===== src/hdl/mcstg_pkg.sv =====
`timescale 1ns / 1ps

package mcstg_pkg;

    // Command codes carried in the opcode field
    typedef enum logic [1:0] {
        OP_TICK  = 2'd0,
        OP_SET   = 2'd1,
        OP_CLEAR = 2'd2
    } t_op;

    // Sequencer states
    typedef enum logic [1:0] {
        ST_IDLE,
        ST_TICK,
        ST_DONE
    } t_state;

    // Per-channel dynamic state seen by the step unit
    typedef struct packed {
        logic [15:0] count;
        logic [7:0]  pos;
        logic        dir;
        logic        step;
    } t_chan;

    localparam logic [7:0] MAX_POS_RESET = 8'd158;

endpackage


===== src/hdl/mcstg_step_unit.sv =====
`timescale 1ns / 1ps

// One channel's tick update: count, compare, head move, level toggle.
module mcstg_step_unit
    import mcstg_pkg::*;
(
    input  logic [15:0] i_period,
    input  logic [7:0]  i_max_pos,
    input  t_chan       i_cur,
    output t_chan       o_nxt
);

    logic [15:0] cnt_inc;
    logic        dir_new;

    assign cnt_inc = i_cur.count + 16'd1;

    always_comb begin
        o_nxt   = i_cur;
        dir_new = i_cur.dir;
        if (i_cur.pos >= i_max_pos) begin
            dir_new = 1'b1;
        end else if (i_cur.pos == 8'd0) begin
            dir_new = 1'b0;
        end
        if (i_period != 16'd0) begin
            if (cnt_inc >= i_period) begin
                o_nxt.count = 16'd0;
                o_nxt.dir   = dir_new;
                o_nxt.pos   = dir_new ? (i_cur.pos - 8'd1) : (i_cur.pos + 8'd1);
                o_nxt.step  = ~i_cur.step;
            end else begin
                o_nxt.count = cnt_inc;
            end
        end
    end

endmodule


===== src/hdl/multi_channel_stepper_tone_generator.sv =====
`timescale 1ns / 1ps

// Stepper tone generator, NUM_CHANNELS channels (1 to 8). Each input beat is
// a command: tick, set channel period, or reset all channels; every command
// returns one output beat with the step and direction pin levels after it.
// On a tick a small sequencer walks the channels one per cycle through a
// single shared step unit (count, compare, head move), then loads the output
// register once the output slot is free. Set, clear and unused codes go to
// the output load. o_stall is high while a command is in progress; the
// output register lets the next command be accepted while a result still
// waits on i_stall. The head turnaround register (reset 158) is written on the
// cfg channel, which is always ready; write it only while the block is idle.
// Channel for set is drive_address/2 - 1; out-of-range channels are ignored.
// Output bits at or above NUM_CHANNELS read 0.
module multi_channel_stepper_tone_generator
    import mcstg_pkg::*;
#(
    parameter int NUM_CHANNELS = 8
) (
    input  logic        i_clk,
    input  logic        i_rst_n,
    // command channel
    input  logic        i_valid,
    output logic        o_stall,
    input  logic [1:0]  i_opcode,
    input  logic [7:0]  i_drive_address,
    input  logic [15:0] i_period,
    // result channel
    output logic        o_valid,
    input  logic        i_stall,
    output logic [7:0]  o_step_levels,
    output logic [7:0]  o_direction_levels,
    // configuration channel
    input  logic        i_cfg_valid,
    output logic        o_cfg_ready,
    input  logic [7:0]  i_cfg_data
);

    localparam int CH_W = (NUM_CHANNELS > 1) ? $clog2(NUM_CHANNELS) : 1;

    // channel state
    logic [15:0] r_period [NUM_CHANNELS];
    logic [15:0] r_count  [NUM_CHANNELS];
    logic [7:0]  r_pos    [NUM_CHANNELS];
    logic        r_dir    [NUM_CHANNELS];
    logic        r_step   [NUM_CHANNELS];
    logic [7:0]  r_max_pos;

    // sequencer
    t_state      r_state, n_state;
    logic [CH_W-1:0] r_chan, n_chan;

    // output register
    logic        r_out_valid;
    logic [7:0]  r_step_out, r_dir_out;

    // control from the sequencer
    logic        set_en, clear_en, tick_en, load_out;
    logic        accept, slot_free;
    logic [6:0]  set_ch;
    logic        set_ok;

    t_chan       cur_chan, nxt_chan;
    logic [7:0]  step_pack, dir_pack;

    assign o_stall     = (r_state != ST_IDLE);
    assign accept      = i_valid && !o_stall;
    assign slot_free   = !r_out_valid || !i_stall;
    assign o_cfg_ready = 1'b1;

    // Set decode: addresses 0 and 1 map below channel 0 and are dropped
    assign set_ch = 7'(i_drive_address[7:1] - 7'd1);
    assign set_ok = (i_drive_address >= 8'd2) && (set_ch < 7'(NUM_CHANNELS));

    // Shared step unit sees the channel under the sequencer pointer
    assign cur_chan.count = r_count[r_chan];
    assign cur_chan.pos   = r_pos[r_chan];
    assign cur_chan.dir   = r_dir[r_chan];
    assign cur_chan.step  = r_step[r_chan];

    mcstg_step_unit u_step (
        .i_period  (r_period[r_chan]),
        .i_max_pos (r_max_pos),
        .i_cur     (cur_chan),
        .o_nxt     (nxt_chan)
    );

    // Sequencer state register
    always_ff @(posedge i_clk) begin
        if (!i_rst_n) begin
            r_state <= ST_IDLE;
            r_chan  <= '0;
        end else begin
            r_state <= n_state;
            r_chan  <= n_chan;
        end
    end

    // Next state and control
    always_comb begin
        n_state  = r_state;
        n_chan   = r_chan;
        set_en   = 1'b0;
        clear_en = 1'b0;
        tick_en  = 1'b0;
        load_out = 1'b0;
        case (r_state)
            ST_IDLE: begin
                if (accept) begin
                    n_state = ST_DONE;
                    case (t_op'(i_opcode))
                        OP_TICK: begin
                            n_state = ST_TICK;
                            n_chan  = '0;
                        end
                        OP_SET: begin
                            set_en = set_ok;
                        end
                        OP_CLEAR: begin
                            clear_en = 1'b1;
                        end
                        default: begin
                            // unused code: levels returned unchanged
                        end
                    endcase
                end
            end
            ST_TICK: begin
                tick_en = 1'b1;
                n_chan  = CH_W'(r_chan + 1'b1);
                if (r_chan == CH_W'(NUM_CHANNELS - 1)) begin
                    n_state = ST_DONE;
                end
            end
            ST_DONE: begin
                // wait for the output slot, then snapshot the pin levels
                if (slot_free) begin
                    load_out = 1'b1;
                    n_state  = ST_IDLE;
                end
            end
            default: begin
                n_state = ST_IDLE;
            end
        endcase
    end

    // Channel state and config register
    always_ff @(posedge i_clk) begin
        if (!i_rst_n) begin
            r_max_pos <= MAX_POS_RESET;
            for (int c = 0; c < NUM_CHANNELS; c++) begin
                r_period[c] <= 16'd0;
                r_count[c]  <= 16'd0;
                r_pos[c]    <= 8'd0;
                r_dir[c]    <= 1'b0;
                r_step[c]   <= 1'b1;
            end
        end else begin
            if (i_cfg_valid && o_cfg_ready) begin
                r_max_pos <= i_cfg_data;
            end
            if (set_en) begin
                r_period[set_ch[CH_W-1:0]] <= i_period;
            end
            // clear keeps the tick counts
            if (clear_en) begin
                for (int c = 0; c < NUM_CHANNELS; c++) begin
                    r_period[c] <= 16'd0;
                    r_pos[c]    <= 8'd0;
                    r_dir[c]    <= 1'b0;
                    r_step[c]   <= 1'b0;
                end
            end
            if (tick_en) begin
                r_count[r_chan] <= nxt_chan.count;
                r_pos[r_chan]   <= nxt_chan.pos;
                r_dir[r_chan]   <= nxt_chan.dir;
                r_step[r_chan]  <= nxt_chan.step;
            end
        end
    end

    // Pack pin levels; bits above the channel count stay 0
    always_comb begin
        step_pack = '0;
        dir_pack  = '0;
        for (int c = 0; c < NUM_CHANNELS; c++) begin
            step_pack[c] = r_step[c];
            dir_pack[c]  = r_dir[c];
        end
    end

    // Output register
    always_ff @(posedge i_clk) begin
        if (!i_rst_n) begin
            r_out_valid <= 1'b0;
        end else if (load_out) begin
            r_out_valid <= 1'b1;
        end else if (r_out_valid && !i_stall) begin
            r_out_valid <= 1'b0;
        end
    end

    always_ff @(posedge i_clk) begin
        if (load_out) begin
            r_step_out <= step_pack;
            r_dir_out  <= dir_pack;
        end
    end

    assign o_valid            = r_out_valid;
    assign o_step_levels      = r_step_out;
    assign o_direction_levels = r_dir_out;

endmodule


===== config.mk =====
export PLATFORM = sky130hd
export DESIGN_NAME = multi_channel_stepper_tone_generator
export DESIGN_NICKNAME = d
export VERILOG_FILES = /design/src/hdl/mcstg_pkg.sv /design/src/hdl/mcstg_step_unit.sv /design/src/hdl/multi_channel_stepper_tone_generator.sv
export SDC_FILE = /design/constraint.sdc
export NUM_CORES = 1
export LEC_CHECK = 0
export BUFFER_PORTS_ARGS = -buffer_cell sky130_fd_sc_hd__buf_2
export CAP_MARGIN = 15
export CORE_UTILIZATION = 40
export CTS_CLUSTER_SIZE = 8
export DETAILED_ROUTE_END_ITERATION = 8
export PLACE_DENSITY = 0.51
export SLEW_MARGIN = 20
export SYNTH_ARGS = -nofsm -noshare
export SYNTH_HDL_FRONTEND = slang
export SYNTH_HIERARCHICAL = 1
export SYNTH_SLANG_ARGS = --single-unit

===== constraint.sdc =====
create_clock -name i_clk -period 6.6 [get_ports i_clk]
set_clock_uncertainty 0.1 [all_clocks]
set_input_delay 1.65 -clock i_clk [delete_from_list [all_inputs] [get_ports i_clk]]
set_output_delay 1.65 -clock i_clk [all_outputs]
set_load 0.005 [all_outputs]

=== Yosys cells after proc, flatten, opt, wreduce, memory -nomap -nowiden ===
Memories as Yosys holds them, arrays and structs flattened. A register that Yosys moved wholly into a read port is not among the register bits.
Index checks and enable logic that the tools add are counted.

* ROM bits: 0
* Bits in latches: 0
* Output and inout bits: 19
* Register bits after elaboration: 14
* Bits of input ports: 39
* Memory bits (writable): 336
* Memories kept: 5
* Logic and storage cells: 173

* $add $sub $neg: 5
* Multiply operators: 0
* Multiplexer cells: 92
* $lt $le $gt $ge: 4
* Divide/modulo/power cells: 0
* Shift operators: 0
* Reduce and logical (&&, ||, !) cells: 21
* Equal/unequal tests: 9
* Bitwise operators: 33

{| class="wikitable"
|+ Memory list
! memory !! words !! bits a word !! rd ports !! clocked after Yosys merged registers in !! write ports !! RTL line !! RTL
|-
| r_count || 8 || 16 || 1 || 1 || 8 || multi_channel_stepper_tone_generator.sv:43 || <nowiki>logic [15:0] r_count [NUM_CHANNELS];</nowiki>
|-
| r_period || 8 || 16 || 1 || 1 || 8 || multi_channel_stepper_tone_generator.sv:42 || <nowiki>logic [15:0] r_period [NUM_CHANNELS];</nowiki>
|-
| r_pos || 8 || 8 || 1 || 1 || 8 || multi_channel_stepper_tone_generator.sv:44 || <nowiki>logic [7:0] r_pos [NUM_CHANNELS];</nowiki>
|-
| r_dir || 8 || 1 || 9 || 9 || 8 || multi_channel_stepper_tone_generator.sv:45 || <nowiki>logic r_dir [NUM_CHANNELS];</nowiki>
|-
| r_step || 8 || 1 || 9 || 9 || 8 || multi_channel_stepper_tone_generator.sv:46 || <nowiki>logic r_step [NUM_CHANNELS];</nowiki>
|}

{| class="wikitable"
|+ Operator list
! operator !! count
|-
| 16-bit two-way mux || 11
|-
| 8-bit two-way mux || 10
|-
| 3-bit two-way mux || 17
|-
| 1-bit two-way mux || 46
|-
| 1-bit OR || 32
|-
| 16-bit OR reduction || 2
|-
| 26-bit two-way mux || 1
|-
| 16-bit by 1-bit adder with 16-bit output (second input constant) || 1
|-
| 16-bit >= comparator || 1
|-
| 16-bit nonzero test || 1
|-
| 10-bit two-way mux || 1
|-
| 8-bit by 1-bit adder with 8-bit output (second input constant) || 1
|-
| 8-bit by 2-bit >= comparator with 1-bit output (second input constant) || 1
|-
| 8-bit >= comparator || 1
|-
| 8-bit zero test || 1
|-
| 2-bit two-way mux || 4
|-
| 8-bit OR reduction || 1
|-
| 8-bit by 1-bit subtractor with 8-bit output (second input constant) || 1
|-
| 7-bit by 4-bit less-than comparator with 1-bit output (second input constant) || 1
|-
| 7-bit by 1-bit subtractor with 7-bit output (second input constant) || 1
|-
| 2-bit inequality test (second input constant) || 3
|-
| 2-bit one-hot mux with 3 select lines || 1
|-
| 3-bit one-hot mux with 2 select lines || 1
|-
| 3-bit AND reduction || 2
|-
| other kinds (12) || 22
|}

=== Longest topological paths before layout ===
* Depth in word-level cells: 11
* Mapped depth: 21
* Gate-level depth less buffers: 17

=== Cells and area by module ===
The synthesis kept the hierarchy.

{| class="wikitable"
|+ By module, submodules not included
! module !! area an instance (µm²) !! cells each !! instances !! seq. area each (µm²)
|-
| multi_channel_stepper_tone_generator || 16244.3 || 1056 || 1 || 10860.4
|-
| mcstg_step_unit || 1535.2 || 219 || 1 || 0.0
|}

=== Worst setup path after synthesis ===
No wires, ideal clock.

* Kind: register to register
* Start point: register with a tool-made name
* End point: memory r_pos[3][7], data pin
* Path buffers: 1
* Required time: 6.367 ns
* Arrival time: 4.679 ns
* Stages on the path, launching flop included: 17
* Period minus slack after synthesis: 4.912 ns
* Setup slack: 1.688 ns
* Library setup time: 0.133 ns
* Cell sequence: dfxtp_1 buf_1 mux4_2 mux2_2 ha_1 a211oi_1 nor2_1 a211o_1 or2_2 ha_1 nand3_1 o2111ai_1 o211ai_1 or3_1 a211o_1 xnor2_1 and3_1

{| class="wikitable"
|+ RTL lines
! what !! RTL line
|-
| end: declaration || multi_channel_stepper_tone_generator.sv:44
|}

==> flow_metrics.tcl <==
set metrics [dict create \
    placed_area_mm2 0.0188 \
    fin_crit_ns 5.53 \
    crit_fanout 31 \
    synth_top_family_by_area "simple AND/OR/NAND/NOR gates" \
    fin_crit_sh_pct 83.8 \
    critPathKind "flop to flop" \
    hold_viol 0 \
    fin_setup_tns_ns 0 \
    async_flop_share_pct 0 \
    gr-usage-all-layers_pct 21.6 \
    synth_ff_type "edfxtp_1" \
    synth-compound-area-share_pct 3.25 \
    yosysUniqueCellTypes 60 \
    cellLeakagePower_nw 7.51 \
    rsz0062_at_grt "no" \
    antenna_found_initial 1 \
    fin_nets 1415 \
    yosys.area_share.simple_pct 15.0 \
    cts_root_buf "clkbuf_16" \
    synth_area_mm2 0.0178 \
    layout_common_cells "347 x edfxtp_1, 156 x nor2_1, 147 x and2_1, 84 x mux4_2, 71 x nand2_1" \
    num_rows 76 \
    synthesis.nets 1349 \
    first_iter_violations 703 \
    critPathLaunchType "flop" \
    die_area_mm2 0.0453 \
    synthCells 1275 \
    dieWidth_um 213 \
    synthXorXnorAreaFrac_pct 1.18 \
    use_met2_pct 37.7 \
    via_per_inst 5.45 \
    stdcell_area_mm2 0.0203 \
    fmax_ghz 0.181 \
    cts_resized 0 \
    cts_buffer_depth 3 \
    wl_mm 47.0 \
    vias 10600 \
    dp_cells 1872 \
    place_congestion 0.775 \
    synth_edf_count 347 \
    path_clk_slew_ns 0.05 \
    final.setup.worst_slack_ns 1.07 \
    clock-sinks 369 \
    cts_tree "yes" \
    instances_no_fill 1951 \
    maxCapViolCount 0 \
    ioPinCount 58 \
    power.density_mw_per_mm2 278 \
    die_h_um 213 \
    status "finished, final reports clean" \
    seq_area_frac_synth_pct 61.1 \
    synth_warnings 6 \
    synth_mux_area_share_pct 14.6 \
    final_common_cell "edfxtp_1" \
    clk_latency_ns 0.60 \
    synth_seq_cells 369 \
    numCtsBuffers 52 \
    slew_headroom_pct 25.5 \
    worstMarginPinSlew_ns 1.11 \
    avgRoutedWirePerCell_um 24.1 \
    htreeDepth 2 \
    grt_pass1_vias 11100 \
    place_hpwl_mm 28.8 \
    initial_core_util_pct 40.9 \
    areaGrowthSynthToFinish_pct 13.9 \
    post-place-ws_ns 1.07 \
    finish.utilization_pct 46.6 \
    synth-adder-area-share_pct 2.51 \
    postSynthAreaPerCell_um2 13.9 \
    grt_pass1_wl_mm 70.1 \
    drive_gt1_share_pct 22.6 \
    grt_start_max_net_pins 51 \
    vdd_drop_max_mv 0.178 \
    grt_overflow 0 \
    drtAntennaViolNets 0 \
    cp.required_ns 6.95 \
    io_buffers 55 \
    worst-endpoint-arrival_ns 5.88 \
    coreArea_mm2 0.0435 \
    post-cts-setup-buffers 0 \
    drc 0 \
    grt_use_met1_pct 27.5 \
    use_met3_pct 2.69 \
    crit_path_end_kind "flop" \
    hold_path_class "flop to flop" \
    drtPass1Iterations 5 \
    cts.hold.buffers_added 0 \
    top_usage_layer "met2" \
    finalMaxSlewViolations 0 \
    finalSetupViolCount 0 \
]
==> through the flow <==
step                      power (mW)  hold WS, ns
after floorplan                 3.06        0.321
after global placement          3.24        0.344
after detailed placement        3.25        0.342
after CTS                       5.68        0.354
after global routing            5.81        0.362
final                           5.62        0.355
==> registers in the layout, indices dropped and copies added, names as in the netlist, named ones only <==
| name | cells |
|---|---|
| r_dir | 8 |
| r_step | 8 |
| r_count | 128 |
| r_state | 2 |
| o_valid | 1 |
| r_chan | 3 |
| o_step_levels | 8 |
| o_direction_levels | 8 |
| r_pos | 64 |
| r_max_pos | 8 |
| r_period | 128 |
==> cells by family after synthesis <==
logic type	after synthesis
simple gates	509
flops	369
xor+xnor	24
other cells	1
buf+inv	104
fa+ha+maj	35
compound gates	87
mux	146
==> worst max-delay path: stages, from the launching register on <==
cell and delay [ns]:
dfxtp_4 0.77, buf_4 0.39, mux4_2 0.53, mux2_2 0.35, nand3_1 0.12, nor2_1 0.10
and3_1 0.23, and3_1 0.22, xor2_1 0.17, ha_1 0.32, nand4_1 0.13, o21ai_0 0.26
a21o_1 0.41, nand2_2 0.32, xnor2_1 0.63, a31o_2 0.25
==> report_power, final <==
group | leakage, nW | internal (mW) | switching, mW
combinational | 3.09 | 0.183 | 0.317
sequential | 3.73 | 2.66 | 0.0370
clock | 0.692 | 1.43 | 0.987
==> metal layers <==
layer  vias up  part of all wire, %  wire length (um)
li1       4889                    -                 -
met1      5469                   43             20400
met2       199                   51             23900
met3        73                  3.3              1570
met4         0                  2.4              1120
met5         -                    0                 0
==> final timing paths <==
| check | start | to | slack, ns | cells past startpoint |
|---|---|---|---|---|
| setup / recovery | flop | r_step[7] | 1.07 | 15 |
| hold / removal | r_dir[7] | o_direction_levels[7] | 0.35 | 0 |
| setup reg to reg | flop | r_step[7] | 1.07 | 15 |
| hold reg to reg | r_dir[7] | o_direction_levels[7] | 0.35 | 0 |
==> synthesized netlist by cell type (3+ instances only) <==
| cell type | number | area share (%) |
|---|---|---|
| buf_1 | 7 | 0.15 |
| nand3_1 | 15 | 0.42 |
| buf_2 | 20 | 0.56 |
| a22o_1 | 8 | 0.39 |
| mux2_2 | 50 | 3.2 |
| edfxtp_1 | 347 | 59 |
| and3_1 | 52 | 1.8 |
| nand2b_1 | 6 | 0.21 |
| mux4_2 | 84 | 11 |
| mux2i_1 | 11 | 0.62 |
| nor2_1 | 158 | 3.3 |
| and2_1 | 147 | 5.2 |
| o21a_1 | 7 | 0.30 |
| xor2_1 | 10 | 0.49 |
| nor4_1 | 9 | 0.32 |
| a211o_1 | 3 | 0.15 |
| a21o_1 | 7 | 0.30 |
| ha_1 | 34 | 2.4 |
| nor3_1 | 11 | 0.31 |
| nand4_1 | 12 | 0.42 |
| a21oi_1 | 11 | 0.31 |
| xnor2_1 | 14 | 0.69 |
| clkbuf_1 | 41 | 0.87 |
| o2111ai_1 | 3 | 0.15 |
| nand4_4 | 3 | 0.36 |
| dfxtp_1 | 22 | 2.5 |
| inv_1 | 32 | 0.68 |
| nor2b_1 | 8 | 0.28 |
| nand2_1 | 72 | 1.5 |
| o21ai_0 | 31 | 0.87 |
==> layout make-up <==
| type | count | area (um^2) |
|---|---|---|
| inverters | 33 | 124 |
| clock inverters | 4 | 53.8 |
| multi-input cells | 802 | 6600 |
| clock buffers | 74 | 1380 |
| fillers | 3844 | 23200 |
| well taps | 585 | 732 |
| diodes | 1 | 2.50 |
| flip-flops and latches | 369 | 10900 |
| repair buffers | 83 | 485 |
No activity file was read; power rests on OpenSTA's default activity.
